<file path="config.mk">
export PLATFORM = sky130hd
export DESIGN_NAME = modbus_rtu_read_holding_master_unit
export DESIGN_NICKNAME = d
export VERILOG_FILES = /design/src/rtl/mbrtu_pkg.sv /design/src/rtl/mbrtu_ram.sv /design/src/rtl/mbrtu_front.sv /design/src/rtl/mbrtu_queue.sv /design/src/rtl/mbrtu_back.sv /design/src/rtl/modbus_rtu_read_holding_master_unit.sv
export SDC_FILE = /design/constraint.sdc
export NUM_CORES = 1
export LEC_CHECK = 0
export BUFFER_PORTS_ARGS = -buffer_cell sky130_fd_sc_hd__buf_4
export CELL_PAD_IN_SITES_DETAIL_PLACEMENT = 1
export CELL_PAD_IN_SITES_GLOBAL_PLACEMENT = 1
export CORE_MARGIN = 10
export CORE_UTILIZATION = 37
export CTS_CLUSTER_DIAMETER = 120
export DETAILED_ROUTE_END_ITERATION = 6
export PLACE_DENSITY = 0.56
export SLEW_MARGIN = 10
export SYNTH_ARGS = -nofsm -noshare
export SYNTH_HDL_FRONTEND = slang
export SYNTH_SLANG_ARGS = --single-unit
</file>
<file path="constraint.sdc">
create_clock -name clk -period 4.78 [get_ports clk]
set_clock_uncertainty 0.1 [all_clocks]
set_input_delay 0.239 -clock clk [delete_from_list [all_inputs] [get_ports clk]]
set_output_delay 0.239 -clock clk [all_outputs]
set_load 0.1 [all_outputs]
</file>
<file path="src/rtl/mbrtu_pkg.sv">
`default_nettype none
package mbrtu_pkg;

	// register store and counts
	localparam int MAX_REGS  = 32;
	localparam int REG_IDX_W = $clog2(MAX_REGS);
	localparam int CNT_W     = 6;
	localparam int POS_W     = 7;
	localparam int TICK_W    = 16;

	// request frame
	localparam int FRAME_BYTES     = 8;
	localparam int TX_POS_W        = $clog2(FRAME_BYTES);
	localparam int TX_CRC_BYTES    = 6;
	localparam int RX_HEADER_BYTES = 3;
	localparam int BIT_W           = 3;

	localparam logic [15:0] CRC_INIT          = 16'hFFFF;
	localparam logic [15:0] CRC_POLY          = 16'hA001;
	localparam logic [7:0]  FUNC_READ_HOLDING = 8'h03;

	// front to back queue
	localparam int QUEUE_DEPTH = 2;
	localparam int QPTR_W      = $clog2(QUEUE_DEPTH);
	localparam int QCNT_W      = $clog2(QUEUE_DEPTH + 1);

	// register bus
	localparam int PADDR_W = 3;
	localparam int PDATA_W = 32;
	localparam logic REG_IDX_SLAVE   = 1'b0;
	localparam logic REG_IDX_TIMEOUT = 1'b1;
	localparam logic [7:0]        SLAVE_RESET   = 8'd1;
	localparam logic [TICK_W-1:0] TIMEOUT_RESET = 16'd150;

	typedef enum logic [1:0] {
		CMD_START = 2'd0,
		CMD_BYTE  = 2'd1,
		CMD_TICK  = 2'd2,
		CMD_NONE  = 2'd3
	} cmd_t;

	typedef enum logic [1:0] {
		OP_START,
		OP_BYTE,
		OP_TICK
	} op_t;

	typedef enum logic [2:0] {
		KIND_TX      = 3'd0,
		KIND_REG     = 3'd1,
		KIND_DONE    = 3'd2,
		KIND_CRCERR  = 3'd3,
		KIND_TIMEOUT = 3'd4
	} kind_t;

	typedef enum logic [2:0] {
		B_IDLE,
		B_TX_CRC,
		B_TX_EMIT,
		B_RX_CRC,
		B_RD_ADDR,
		B_RD_EMIT,
		B_END
	} back_state_t;

	typedef struct packed {
		op_t              op;
		logic [15:0]      start_address;
		logic [CNT_W-1:0] count;
		logic [7:0]       rx_byte;
	} req_t;

	typedef struct packed {
		logic [7:0]        slave_address;
		logic [TICK_W-1:0] timeout_ticks;
	} cfg_t;

	typedef struct packed {
		kind_t                kind;
		logic [15:0]          data;
		logic [REG_IDX_W-1:0] index;
		logic                 last;
	} result_t;

	// one bit of the reflected crc-16
	function automatic logic [15:0] crc_shift(input logic [15:0] c);
		crc_shift = c[0] ? ((c >> 1) ^ CRC_POLY) : (c >> 1);
	endfunction

endpackage
`default_nettype wire

</file>
<file path="src/rtl/mbrtu_ram.sv">
`default_nettype none
module mbrtu_ram #(
	parameter int WIDTH = 16,
	parameter int DEPTH = 32
) (
	input  wire logic                     clk,
	input  wire logic                     we,
	input  wire logic [$clog2(DEPTH)-1:0] waddr,
	input  wire logic [WIDTH-1:0]         wdata,
	input  wire logic [$clog2(DEPTH)-1:0] raddr,
	output logic      [WIDTH-1:0]         rdata
);

	logic [WIDTH-1:0] mem_q [DEPTH];

	always_ff @(posedge clk) begin
		if (we) begin
			mem_q[waddr] <= wdata;
		end
		rdata <= mem_q[raddr];
	end

endmodule
`default_nettype wire

</file>
<file path="src/rtl/mbrtu_front.sv">
`default_nettype none
module mbrtu_front
	import mbrtu_pkg::*;
(
	input  wire logic             clk,
	input  wire logic             arst_n,
	input  wire logic             in_valid,
	output logic                  in_ready,
	input  wire logic [1:0]       command,
	input  wire logic [15:0]      start_address,
	input  wire logic [CNT_W-1:0] register_count,
	input  wire logic [7:0]       rx_byte,
	output logic                  push_valid,
	input  wire logic             push_ready,
	output req_t                  push_item
);

	logic valid_s1;
	req_t item_s1;
	req_t item_d;
	cmd_t cmd;

	assign cmd = cmd_t'(command);

	// classify and clamp the count
	always_comb begin
		item_d.start_address = start_address;
		item_d.rx_byte       = rx_byte;
		if (register_count == '0) begin
			item_d.count = CNT_W'(1);
		end else if (register_count > CNT_W'(MAX_REGS)) begin
			item_d.count = CNT_W'(MAX_REGS);
		end else begin
			item_d.count = register_count;
		end
		unique case (cmd)
			CMD_START: item_d.op = OP_START;
			CMD_BYTE:  item_d.op = OP_BYTE;
			default:   item_d.op = OP_TICK;
		endcase
	end

	assign in_ready   = !valid_s1 || push_ready;
	assign push_valid = valid_s1;
	assign push_item  = item_s1;

	always_ff @(posedge clk or negedge arst_n) begin
		if (!arst_n) begin
			valid_s1 <= 1'b0;
		end else if (in_ready) begin
			// unused command code is taken and dropped
			valid_s1 <= in_valid && (cmd != CMD_NONE);
		end
	end

	always_ff @(posedge clk) begin
		if (in_ready && in_valid) begin
			item_s1 <= item_d;
		end
	end

endmodule
`default_nettype wire

</file>
<file path="src/rtl/mbrtu_queue.sv">
`default_nettype none
module mbrtu_queue
	import mbrtu_pkg::*;
(
	input  wire logic clk,
	input  wire logic arst_n,
	input  wire logic push_valid,
	output logic      push_ready,
	input  wire req_t push_item,
	output logic      pop_valid,
	input  wire logic pop_ready,
	output req_t      pop_item
);

	req_t              entries_q [QUEUE_DEPTH];
	logic [QPTR_W-1:0] wr_ptr_q;
	logic [QPTR_W-1:0] rd_ptr_q;
	logic [QCNT_W-1:0] count_q;
	logic              push;
	logic              pop;

	assign push_ready = count_q != QCNT_W'(QUEUE_DEPTH);
	assign pop_valid  = count_q != '0;
	assign pop_item   = entries_q[rd_ptr_q];
	assign push       = push_valid && push_ready;
	assign pop        = pop_valid && pop_ready;

	always_ff @(posedge clk or negedge arst_n) begin
		if (!arst_n) begin
			wr_ptr_q <= '0;
			rd_ptr_q <= '0;
			count_q  <= '0;
		end else begin
			if (push) begin
				wr_ptr_q <= (wr_ptr_q == QPTR_W'(QUEUE_DEPTH - 1)) ? '0 : wr_ptr_q + 1'b1;
			end
			if (pop) begin
				rd_ptr_q <= (rd_ptr_q == QPTR_W'(QUEUE_DEPTH - 1)) ? '0 : rd_ptr_q + 1'b1;
			end
			if (push && !pop) begin
				count_q <= count_q + 1'b1;
			end else if (pop && !push) begin
				count_q <= count_q - 1'b1;
			end
		end
	end

	always_ff @(posedge clk) begin
		if (push) begin
			entries_q[wr_ptr_q] <= push_item;
		end
	end

endmodule
`default_nettype wire

</file>
<file path="src/rtl/mbrtu_back.sv">
`default_nettype none
module mbrtu_back
	import mbrtu_pkg::*;
(
	input  wire logic                  clk,
	input  wire logic                  arst_n,
	input  wire cfg_t                  cfg,
	input  wire logic                  pop_valid,
	output logic                       pop_ready,
	input  wire req_t                  pop_item,
	output logic                       ram_we,
	output logic [REG_IDX_W-1:0]       ram_waddr,
	output logic [15:0]                ram_wdata,
	output logic [REG_IDX_W-1:0]       ram_raddr,
	input  wire logic [15:0]           ram_rdata,
	output logic                       out_valid,
	input  wire logic                  out_ready,
	output result_t                    out_item
);

	back_state_t          state_q, state_d;
	logic                 phase_q;
	logic [CNT_W-1:0]     n_q;
	logic [POS_W-1:0]     pos_q;
	logic [15:0]          crc_q;
	logic [7:0]           crc_low_q;
	logic [7:0]           hold_q;
	logic [TICK_W-1:0]    elapsed_q;
	logic [15:0]          addr_q;
	logic [TX_POS_W-1:0]  tx_pos_q;
	logic [BIT_W-1:0]     bit_q;
	logic [REG_IDX_W-1:0] rd_idx_q;
	kind_t                end_kind_q;
	logic                 out_valid_q;
	result_t              out_item_q;

	logic             slot_free;
	logic             pop;
	logic [POS_W-1:0] crc_lo_pos;
	logic [POS_W-1:0] off;
	logic             pos_lt;
	logic             pos_eq;
	logic             is_data;
	logic             crc_match;
	logic             timeout_hit;
	logic             last_reg;
	logic             last_bit;
	logic [7:0]       frame_byte;
	logic [15:0]      crc_in;
	logic             emit;
	result_t          emit_item;

	assign slot_free   = !out_valid_q || out_ready;
	assign pop_ready   = state_q == B_IDLE;
	assign pop         = pop_valid && pop_ready;
	assign crc_lo_pos  = POS_W'(RX_HEADER_BYTES) + {n_q, 1'b0};
	assign off         = pos_q - POS_W'(RX_HEADER_BYTES);
	assign pos_lt      = pos_q < crc_lo_pos;
	assign pos_eq      = pos_q == crc_lo_pos;
	assign is_data     = pos_q >= POS_W'(RX_HEADER_BYTES);
	assign crc_match   = {pop_item.rx_byte, crc_low_q} == crc_q;
	assign timeout_hit = elapsed_q >= cfg.timeout_ticks;
	assign last_reg    = {1'b0, rd_idx_q} == (n_q - 1'b1);
	assign last_bit    = bit_q == BIT_W'(7);

	// request frame byte at the current transmit position
	always_comb begin
		unique case (tx_pos_q)
			3'd0: frame_byte = cfg.slave_address;
			3'd1: frame_byte = FUNC_READ_HOLDING;
			3'd2: frame_byte = addr_q[15:8];
			3'd3: frame_byte = addr_q[7:0];
			3'd4: frame_byte = 8'h00;
			3'd5: frame_byte = {2'b00, n_q};
			3'd6: frame_byte = crc_q[7:0];
			3'd7: frame_byte = crc_q[15:8];
		endcase
	end

	// byte enters the crc on the first bit step of a transmit byte
	assign crc_in = (state_q == B_TX_CRC && bit_q == '0) ? (crc_q ^ {8'h00, frame_byte})
		: crc_q;

	// next state
	always_comb begin
		state_d = state_q;
		unique case (state_q)
			B_IDLE: begin
				if (pop) begin
					unique case (pop_item.op)
						OP_START: state_d = B_TX_CRC;
						OP_BYTE: begin
							if (phase_q) begin
								if (pos_lt) begin
									state_d = B_RX_CRC;
								end else if (!pos_eq) begin
									state_d = crc_match ? B_RD_ADDR : B_END;
								end
							end
						end
						OP_TICK: begin
							if (phase_q && timeout_hit) begin
								state_d = B_END;
							end
						end
						default: state_d = B_IDLE;
					endcase
				end
			end
			B_TX_CRC: begin
				if (last_bit) begin
					state_d = B_TX_EMIT;
				end
			end
			B_TX_EMIT: begin
				if (slot_free) begin
					if (tx_pos_q == TX_POS_W'(FRAME_BYTES - 1)) begin
						state_d = B_IDLE;
					end else if (tx_pos_q < TX_POS_W'(TX_CRC_BYTES - 1)) begin
						state_d = B_TX_CRC;
					end
				end
			end
			B_RX_CRC: begin
				if (last_bit) begin
					state_d = B_IDLE;
				end
			end
			B_RD_ADDR: state_d = B_RD_EMIT;
			B_RD_EMIT: begin
				if (slot_free) begin
					state_d = last_reg ? B_END : B_RD_ADDR;
				end
			end
			B_END: begin
				if (slot_free) begin
					state_d = B_IDLE;
				end
			end
			default: state_d = B_IDLE;
		endcase
	end

	// outputs of the state machine
	always_comb begin
		emit      = 1'b0;
		emit_item = '{kind: KIND_TX, data: '0, index: '0, last: 1'b0};
		unique case (state_q)
			B_TX_EMIT: begin
				emit      = slot_free;
				emit_item = '{kind: KIND_TX, data: {8'h00, frame_byte},
					index: REG_IDX_W'(tx_pos_q),
					last: tx_pos_q == TX_POS_W'(FRAME_BYTES - 1)};
			end
			B_RD_EMIT: begin
				emit      = slot_free;
				emit_item = '{kind: KIND_REG, data: ram_rdata, index: rd_idx_q, last: 1'b0};
			end
			B_END: begin
				emit      = slot_free;
				emit_item = '{kind: end_kind_q, data: '0, index: '0, last: 1'b1};
			end
			default: begin
				emit = 1'b0;
			end
		endcase
	end

	assign ram_we    = pop && pop_item.op == OP_BYTE && phase_q && pos_lt && is_data && off[0];
	assign ram_waddr = off[REG_IDX_W:1];
	assign ram_wdata = {hold_q, pop_item.rx_byte};
	assign ram_raddr = rd_idx_q;

	assign out_valid = out_valid_q;
	assign out_item  = out_item_q;

	always_ff @(posedge clk or negedge arst_n) begin
		if (!arst_n) begin
			state_q     <= B_IDLE;
			phase_q     <= 1'b0;
			n_q         <= '0;
			pos_q       <= '0;
			elapsed_q   <= '0;
			tx_pos_q    <= '0;
			bit_q       <= '0;
			rd_idx_q    <= '0;
			end_kind_q  <= KIND_DONE;
			out_valid_q <= 1'b0;
			crc_q       <= CRC_INIT;
		end else begin
			state_q <= state_d;

			if (pop) begin
				unique case (pop_item.op)
					OP_START: begin
						phase_q   <= 1'b1;
						n_q       <= pop_item.count;
						pos_q     <= '0;
						elapsed_q <= '0;
						tx_pos_q  <= '0;
						bit_q     <= '0;
						crc_q     <= CRC_INIT;
					end
					OP_BYTE: begin
						if (phase_q) begin
							if (pos_lt) begin
								crc_q <= crc_q ^ {8'h00, pop_item.rx_byte};
								pos_q <= pos_q + 1'b1;
							end else if (pos_eq) begin
								pos_q <= pos_q + 1'b1;
							end else begin
								phase_q    <= 1'b0;
								pos_q      <= '0;
								rd_idx_q   <= '0;
								end_kind_q <= crc_match ? KIND_DONE : KIND_CRCERR;
							end
						end
					end
					OP_TICK: begin
						if (phase_q) begin
							if (timeout_hit) begin
								phase_q    <= 1'b0;
								pos_q      <= '0;
								end_kind_q <= KIND_TIMEOUT;
							end else begin
								elapsed_q <= elapsed_q + 1'b1;
							end
						end
					end
					default: begin
						phase_q <= phase_q;
					end
				endcase
			end

			// shared bit-serial crc unit
			if (state_q == B_TX_CRC || state_q == B_RX_CRC) begin
				crc_q <= crc_shift(crc_in);
				bit_q <= bit_q + 1'b1;
			end

			if (state_q == B_TX_EMIT && slot_free) begin
				tx_pos_q <= tx_pos_q + 1'b1;
				// running crc of the response starts fresh after the request
				if (tx_pos_q == TX_POS_W'(FRAME_BYTES - 1)) begin
					crc_q <= CRC_INIT;
				end
			end

			if (state_q == B_RD_EMIT && slot_free && !last_reg) begin
				rd_idx_q <= rd_idx_q + 1'b1;
			end

			if (emit) begin
				out_valid_q <= 1'b1;
			end else if (out_ready) begin
				out_valid_q <= 1'b0;
			end
		end
	end

	always_ff @(posedge clk) begin
		if (pop && pop_item.op == OP_START) begin
			addr_q    <= pop_item.start_address;
			crc_low_q <= 8'h00;
			hold_q    <= 8'h00;
		end
		if (pop && pop_item.op == OP_BYTE && phase_q) begin
			if (pos_lt && is_data && !off[0]) begin
				hold_q <= pop_item.rx_byte;
			end
			if (pos_eq) begin
				crc_low_q <= pop_item.rx_byte;
			end
		end
		if (emit) begin
			out_item_q <= emit_item;
		end
	end

endmodule
`default_nettype wire

</file>
<file path="src/rtl/modbus_rtu_read_holding_master_unit.sv">
// modbus rtu master for function 03, read holding registers
//
// request channel (in_valid / in_ready): command 0 starts a read of register_count
// registers from start_address, command 1 hands over one received bus byte, command 2
// is one timeout tick; command 3 is taken and dropped. bytes and ticks while no read
// is open are dropped too. a start while a read is open abandons it silently.
// result channel (out_valid / out_ready): 8 transmit bytes per start, then on the
// final response byte either every register value followed by done, or a crc error;
// a tick past timeout_ticks gives a timeout. last marks the final result of a request.
// a request passes a one-stage front and a two-entry queue, so the front keeps taking
// requests while the back is busy. the back runs one bit-serial crc unit: a start is
// taken, then six bytes get 8 crc steps and an emit each, then the two crc bytes are
// emitted; a header or data byte gets 8 crc steps, the low crc byte and a tick are only
// taken, and a matching closing byte releases each register, read from the register ram.
// a stalled receiver holds the output register; the back waits on it and the queue
// and front fill up before in_ready drops.
// reset: slave_address 1, timeout_ticks 150, no read open, queue and output empty.
// registers on the apb port: slave_address at 0, timeout_ticks at 4.
`default_nettype none
module modbus_rtu_read_holding_master_unit
	import mbrtu_pkg::*;
(
	input  wire logic               clk,
	input  wire logic               arst_n,
	// configuration
	input  wire logic               psel,
	input  wire logic               penable,
	input  wire logic               pwrite,
	input  wire logic [PADDR_W-1:0] paddr,
	input  wire logic [PDATA_W-1:0] pwdata,
	output logic      [PDATA_W-1:0] prdata,
	output logic                    pready,
	// request channel
	input  wire logic               in_valid,
	output logic                    in_ready,
	input  wire logic [1:0]         command,
	input  wire logic [15:0]        start_address,
	input  wire logic [CNT_W-1:0]   register_count,
	input  wire logic [7:0]         rx_byte,
	// result channel
	output logic                    out_valid,
	input  wire logic               out_ready,
	output logic [2:0]              kind,
	output logic [15:0]             data,
	output logic [REG_IDX_W-1:0]    index,
	output logic                    last
);

	cfg_t    cfg_q;
	logic    reg_sel;
	logic    reg_write;
	logic    push_valid;
	logic    push_ready;
	req_t    push_item;
	logic    pop_valid;
	logic    pop_ready;
	req_t    pop_item;
	logic                 ram_we;
	logic [REG_IDX_W-1:0] ram_waddr;
	logic [15:0]          ram_wdata;
	logic [REG_IDX_W-1:0] ram_raddr;
	logic [15:0]          ram_rdata;
	result_t              result;

	// register file, decoded on the word address bit
	assign pready    = 1'b1;
	assign reg_sel   = paddr[2];
	assign reg_write = psel && penable && pwrite && pready;

	always_ff @(posedge clk or negedge arst_n) begin
		if (!arst_n) begin
			cfg_q.slave_address <= SLAVE_RESET;
			cfg_q.timeout_ticks <= TIMEOUT_RESET;
		end else if (reg_write) begin
			if (reg_sel == REG_IDX_SLAVE) begin
				cfg_q.slave_address <= pwdata[7:0];
			end else begin
				cfg_q.timeout_ticks <= pwdata[TICK_W-1:0];
			end
		end
	end

	always_comb begin
		if (reg_sel == REG_IDX_TIMEOUT) begin
			prdata = PDATA_W'(cfg_q.timeout_ticks);
		end else begin
			prdata = PDATA_W'(cfg_q.slave_address);
		end
	end

	// front: takes and classifies requests
	mbrtu_front u_front (
		.clk            (clk),
		.arst_n         (arst_n),
		.in_valid       (in_valid),
		.in_ready       (in_ready),
		.command        (command),
		.start_address  (start_address),
		.register_count (register_count),
		.rx_byte        (rx_byte),
		.push_valid     (push_valid),
		.push_ready     (push_ready),
		.push_item      (push_item)
	);

	// short queue decoupling front and back
	mbrtu_queue u_queue (
		.clk        (clk),
		.arst_n     (arst_n),
		.push_valid (push_valid),
		.push_ready (push_ready),
		.push_item  (push_item),
		.pop_valid  (pop_valid),
		.pop_ready  (pop_ready),
		.pop_item   (pop_item)
	);

	// back: framing, crc, register capture and release
	mbrtu_back u_back (
		.clk       (clk),
		.arst_n    (arst_n),
		.cfg       (cfg_q),
		.pop_valid (pop_valid),
		.pop_ready (pop_ready),
		.pop_item  (pop_item),
		.ram_we    (ram_we),
		.ram_waddr (ram_waddr),
		.ram_wdata (ram_wdata),
		.ram_raddr (ram_raddr),
		.ram_rdata (ram_rdata),
		.out_valid (out_valid),
		.out_ready (out_ready),
		.out_item  (result)
	);

	// received register values, big-endian assembled
	mbrtu_ram #(
		.WIDTH (16),
		.DEPTH (MAX_REGS)
	) u_reg_ram (
		.clk   (clk),
		.we    (ram_we),
		.waddr (ram_waddr),
		.wdata (ram_wdata),
		.raddr (ram_raddr),
		.rdata (ram_rdata)
	);

	assign kind  = result.kind;
	assign data  = result.data;
	assign index = result.index;
	assign last  = result.last;

endmodule
`default_nettype wire

</file>
After elaboration in Yosys (flattened, before gate mapping). Memories as Yosys holds them, arrays and structs flattened. A register that Yosys moved wholly into a read port is not among the register bits. Index checks and enable logic that the tools add are counted. W data, S select, Z words.

Word-level logic and storage cells: 233. Output and inout port bits: 60. Bits of input ports: 74. Flip-flop bits (word level): 182. RAM bits: 576. Memories kept: 2.

Memories: u_reg_ram.mem_q (words 32, width 16, rd ports 1, clocked after memory_dff 1, wr ports 1, line mbrtu_ram.sv:14) `logic [WIDTH-1:0] mem_q [DEPTH];`; u_queue.entries_q (words 2, width 32, rd ports 1, clocked after memory_dff 0, wr ports 1, line mbrtu_queue.sv:15) `req_t entries_q [QUEUE_DEPTH];`.

Reduce and logical (&&, ||, !) cells: 62. Add/subtract/negate cells: 12. Equality and inequality tests: 40. Bitwise logic cells: 4. Order comparisons: 5. Multiplexer cells: 79.

Operators by type and width (count): $mux W16 (11); $pmux W25 S3 (1); $pmux W16 S2 (2); $pmux W8 S8 (1); $mux W3 (21); $mux W8 (6); $mux W7 (5); $xor A16 B8 Y16 (2); $mux W5 (6); $eq A3 B3 Y1 const B (8); $reduce_bool A2 Y1 (12); $logic_and A1 B1 Y1 (21); $pmux W3 S7 (1); $pmux W7 S3 (1); $add A16 B1 Y16 const B (1); $eq A16 B16 Y1 (1); $ge A16 B16 Y1 (1); $ne A2 B1 Y1 const B (8); $ne A2 B2 Y1 const B (8); $mux W1 (15); $eq A3 B2 Y1 const B (4); $reduce_and A2 Y1 (6); $reduce_and A10 Y1 (1); $reduce_and A5 Y1 (2); other kinds (39) (57).

Depth between registers and ports, before layout.
Depth after elaboration: 9. Depth in mapped cells: 14. Mapped depth without buffers: 11.

By module. Synthesis repeated with hierarchy kept, for this count alone.

Cells, all modules: 2130. Area, all modules: 32616.3 µm².

By module, submodules not included: mbrtu_ram (cells each 1143, area an instance 20534.7 µm², seq. area each 15695.1 µm², times used 1); mbrtu_back (cells each 734, area an instance 7096.8 µm², seq. area each 3174.3 µm², times used 1); mbrtu_queue (cells each 118, area an instance 2658.8 µm², seq. area each 2021.9 µm², times used 1); modbus_rtu_read_holding_master_unit (cells each 88, area an instance 1258.7 µm², seq. area each 606.8 µm², times used 1); mbrtu_front (cells each 47, area an instance 1067.3 µm², seq. area each 985.9 µm², times used 1).

Worst setup path after synthesis. OpenSTA, ideal clock, no wires.

Path kind: register to register. Start point: register u_queue.rd_ptr_q. End point: memory u_reg_ram.mem_q[28][0] (enable). Setup slack: 0.736 ns. Required time: 4.292 ns. Arrival time: 3.556 ns. Stages on the path, launching flop included: 12. Setup time: 0.388 ns. Buffers on the path: 3. Period minus slack after synthesis: 4.044 ns. Cell sequence: dfrtp_1 -> clkbuf_1 -> buf_1 -> mux2i_1 -> ha_1 -> nand4b_2 -> nor3_2 -> o21ai_2 -> nor3b_1 -> nand2b_1 -> clkbuf_1 -> nor2_1.

Cells in the longest elaborated chain, start to end: 9.

Ends and longest elaborated chain: start, declared (line mbrtu_queue.sv:17) `logic [QPTR_W-1:0] rd_ptr_q;`; start signal, assigned (line mbrtu_queue.sv:38) `rd_ptr_q <= (rd_ptr_q == QPTR_W'(QUEUE_DEPTH - 1)) ? '0 : rd_ptr_q + 1'b1;`; $mem_v2 Z2 W32; $eq A2 B1 Y1 (line mbrtu_back.sv:169) `assign ram_we = pop && pop_item.op == OP_BYTE && phase_q && pos_lt && is_data && off[0];`; $logic_and A1 B1 Y1 (5 in series) (line mbrtu_back.sv:169); $mux W1 (line mbrtu_ram.sv:17) `if (we) begin`; $mux W1 (implied by the code) (line mbrtu_ram.sv:18) `mem_q[waddr] <= wdata;`; end, declared (line mbrtu_ram.sv:14).

Every way passes these cells.

Worst setup path in the final report.
Start point: register u_back.n_q[2]. End point: memory u_reg_ram.mem_q[18][10] (enable).

Cells in the longest elaborated chain, start to end: 7.

Ends and longest elaborated chain: start, declared (line mbrtu_back.sv:23) `logic [CNT_W-1:0] n_q;`; start signal, assigned (line mbrtu_back.sv:197) `n_q <= pop_item.count;`; $add A2 B7 Y7 (line mbrtu_back.sv:56) `assign crc_lo_pos = POS_W'(RX_HEADER_BYTES) + {n_q, 1'b0};`; $lt A7 B7 Y1 (line mbrtu_back.sv:58) `assign pos_lt = pos_q < crc_lo_pos;`; $logic_and A1 B1 Y1 (3 in series) (line mbrtu_back.sv:169); $mux W1 (line mbrtu_ram.sv:17); $mux W1 (implied by the code) (line mbrtu_ram.sv:18).

Every way passes these cells.

==> results.txt <==
----------------------------------------------------
[Yosys]
  Post-synthesis sequential element count ... 774
  Cell with the most instances after synthesis ... sky130_fd_sc_hd__edfxtp_1
  Syn avg cell area ... 17.6 um^2
  Part of the Yosys area used for sequential elements ... 71.0%
  Most instantiated cells after synthesis ... sky130_fd_sc_hd__edfxtp_1 (649), sky130_fd_sc_hd__mux4_2 (160), sky130_fd_sc_hd__nand2_1 (99), sky130_fd_sc_hd__nor2_1 (79), sky130_fd_sc_hd__mux2_2 (72)
  Number of warnings reported in the yosys synthesis log ... 0
  Count of flip-flops with a built-in enable after synthesis ... 649
  Library cell occupying the most area in the post-synthesis netlist ... sky130_fd_sc_hd__edfxtp_1
  Synthesized instance count ... 1795
  Most common flop cell mapped by yosys ... sky130_fd_sc_hd__edfxtp_1
  Area fraction of the dominant cell type after synthesis ... 61.6%
  Async set-reset flop share out of synthesis ... 12.0%
  Count of unique library cells instantiated by Yosys ... 78
  Area contributors post-synth ... sky130_fd_sc_hd__edfxtp_1 (62%), sky130_fd_sc_hd__mux4_2 (11%), sky130_fd_sc_hd__dfrtp_1 (5.6%), sky130_fd_sc_hd__mux2_2 (2.6%), sky130_fd_sc_hd__dfxtp_1 (2.0%)
  Netlist Area Pre-Place ... 31700 um^2

[Power and ir drop]
  Switching fraction of total power ... 33.6%
  Part of the total power dissipated in the clock network ... 29.5%
  Power per unit of standard cell area ... 584 nW/um^2
  Proportion of power drawn by combinational gates ... 28.9%
  Sequential group share of total power ... 41.7%
  Cell leakage power ... 12.7 nW
  IR Drop Worst-Case VDD ... 0.297 mV
  P_sw ... 0.00730 W
  Internal Pwr Total ... 0.0144 W

[Setup path]
  CP max stage delay ... 0.65 ns
  List of cells traversed by the critical path ... and3_1, nand3_1, xor2_1, ha_1, a21oi_1, o21ai_0, nor3_2, o21ai_2, nor3_1, nand2b_1, nor2_1, buf_4
  Classification of the worst setup path ... reg2reg
  Maximum net fanout on the critical path ... 16
  Cell at the slowest stage of the critical path ... sky130_fd_sc_hd__dfrtp_1
  Crit path launch type ... register
  Data arrival time of the worst path ... 4.01 ns
  Worst path required time ... 4.97 ns
  Category of the worst setup path capture point ... register

[STA]
  Relative slew slack ... 17.8%
  Tcrit/Tclk final ... 79.9%
  Slew of the pin with the lowest slew margin ... 1.23 ns
  Tmin final ... 3.82 ns
  Max Clock Freq ... 0.262 GHz
  Number of endpoints failing setup at the final stage ... 0
  Number of pins exceeding their max-slew limit in the final report ... 0
  Aggregate negative setup slack ... 0 ns
  Final-report hold violation count ... 0
  Setup repair after global routing missed its margin ... false

[Global routing]
  Global-route total usage across every layer ... 16.6%
  Antenna violations before repair ... 3
  Wire length of the first global-routing pass ... 122 mm
  Vias in the first global route ... 18300
  Total congestion overflow ... 0
  Maximum number of pins on one net before global-route repair ... 55

[Clock network]
  TritonCTS clock tree ... yes
  Clock latency on the worst-skew pair ... 0.63 ns
  Number of H-tree levels ... 3
  Max Root-Sink Buffers ... 3
  Setup bufs post-CTS ... 0
  Clock buffers created by TritonCTS ... 86
  Root buffer cell ... sky130_fd_sc_hd__clkbuf_16
  Reg clk slew, reported paths ... 0.06 ns
  Clk sinks ... 774

[Route]
  Total number of vias ... 16900
  Detail-routed via count per cell ... 5.25
  First-iteration detailed-routing DRC count ... 1278
  Number of detailed-route iterations in the first pass ... 6
  Count of unresolved DRC violations after routing ... 0
  Wire length reported by the detailed router ... 82.2 mm
  Remaining number of nets flagged by the antenna check after routing ... 0
  Detail-routed net length per standard cell ... 25.5 um

[Finish]
  Post-route non-filler standard cell count ... 3220
  Number of nets in the finished design ... 2120
  Share of post-route cells with drive strength above 1 ... 26.7%
  Count of inserted antenna diode cells ... 0
  Post-synthesis to final-layout area growth ... 17.4%

[Floorplanning]
  Core footprint ... 85000 um^2
  Number of rows in the core area ... 107
  Die span in y ... 313 um
  Die ar. ... 97700 um^2
  I/O Pins ... 134
  Starting density of the core ... 37.2%
  Die Wd ... 313 um

[Job]
  MaxCap Viol Count ... 0

[Placed design]
  Detailed Place HPWL ... 52.6 mm
  Routability congestion estimate ... 0.782
  I/O Buffers ... 98
  Placed instance count ... 3008

[Outcome]
  Status ... finished clean

[Hold path]
  Class of the tightest hold or removal check ... in2async

----------------------------------------------------
registers in the layout, summed over array words and instances, names as in the netlist, 2 cells and up:
register	count
cfg_q	24
u_back.addr_q	16
u_back.bit_q	3
u_back.crc_low_q	8
u_back.crc_q	16
u_back.elapsed_q	16
u_back.end_kind_q	3
u_back.hold_q	8
u_back.n_q	6
u_back.out_item	25
u_back.pos_q	7
u_back.ram_raddr	5
u_back.state_q	3
u_back.tx_pos_q	3
u_front.push_item	32
u_queue.count_q	2
u_queue.entries_q	64
u_reg_ram.mem_q	512
u_reg_ram.rdata	16
metal layers:
metal	wire (um)	up-vias	part of all wire [%]	GRT usage (%)
met2	40300	363	49	27.5
li1	-	7468	-	-
met1	36600	8983	45	22.7
met4	1640	0	2.0	4.21
met3	3710	98	4.5	2.63
met5	0	-	0	0
final cells by class:
class                           count  area, um^2
Inverter                           52         195
Sequential cell                   774       22500
Multi-Input combinational cell    880        8560
Timing Repair Buffer              211        1770
Tap cell                         1144        1430
Clock buffer                      116        2310
Clock inverter                     43         417
Fill cell                        8154       47800
worst max-delay path, delay by kind of cell, from the launching register on:
kind	cells	cell delay, ns
XOR/XNOR	1	0.17
AO/OA/AOI/OAI	3	0.48
buffers and inverters	1	0.34
adder cells (fa/ha/maj)	1	0.32
AND/OR/NAND/NOR	6	1.41
flip-flops	1	0.65
cells in the final DEF, fill, tap and decap left out, drive strengths merged, types with 32 or more instances in the layout:
master,n
dfrtp,71
mux2,72
nand2,99
buf,158
nand3,40
dlygate4sd3,53
o21ai,77
dfxtp,32
nor2,80
edfxtp,649
clkbuf,116
ha,41
inv,56
mux4,160
worst paths after layout:
path,from,to,cells past startpoint,slack (ns)
setup / recovery,u_back.n_q[2],u_reg_ram.mem_q[18][10],12,0.96
max in group asynchronous,arst_n,u_back.n_q[2],3,3.33
setup reg to reg,u_back.n_q[2],u_reg_ram.mem_q[18][10],12,0.96
hold / removal,arst_n,u_back.elapsed_q[12],2,0.12
min in group clk,start_address[9],u_front.push_item[23],2,0.23
hold reg to reg,u_front.push_item[13],u_queue.entries_q[0][13],0,0.35
what timing repair did:
action	in CTS	in global routing
gates resized for setup	0	0
hold buffers	53	0
endpoints found under the hold margin	110	0
power by group through the flow:
| stage | logic, W | registers [W] | clock network (W) |
|---|---|---|---|
| 2_1_floorplan | 0.00406 | 0.00921 | 0 |
| 3_3_place_gp | 0.00619 | 0.00919 | 0 |
| 3_5_place_dp | 0.00630 | 0.00921 | 0 |
| 4_1_cts | 0.00637 | 0.00907 | 0.00657 |
| 5_1_grt | 0.00674 | 0.00914 | 0.00686 |
| 6_report | 0.00627 | 0.00905 | 0.00641 |
through the flow:
step                      utilization (%)  cell area [um^2]  total power [W]  setup slack [ns]  hold WS, ns
after floorplan                         -             31700           0.0133             0.736       -0.157
final                                43.7             37200           0.0217             0.959        0.123
after CTS                            43.7             37200           0.0220             0.986        0.122
after global routing                 43.7             37200           0.0227             0.663        0.178
after detailed placement             39.9             33900           0.0155             0.996        0.253
after global placement               39.9             33900           0.0154              1.07        0.250
cells by family (layout without fill, tap and decap cells):
family | count (synthesis) | in the layout | share of synthesized area [%]
adders and majority gates | 41 | 41 | 1.62
AOI/OAI and AO/OA | 183 | 183 | 3.92
buffers and inverters | 156 | 422 | 2.13
muxes | 255 | 255 | 14.7
and+or+nand+nor | 334 | 334 | 5.23
DFF | 774 | 774 | 71.0
xor gates and xnor gates | 50 | 50 | 1.38
other | 2 | 17 | 0.0237
Power figures use the tool's default switching activity.
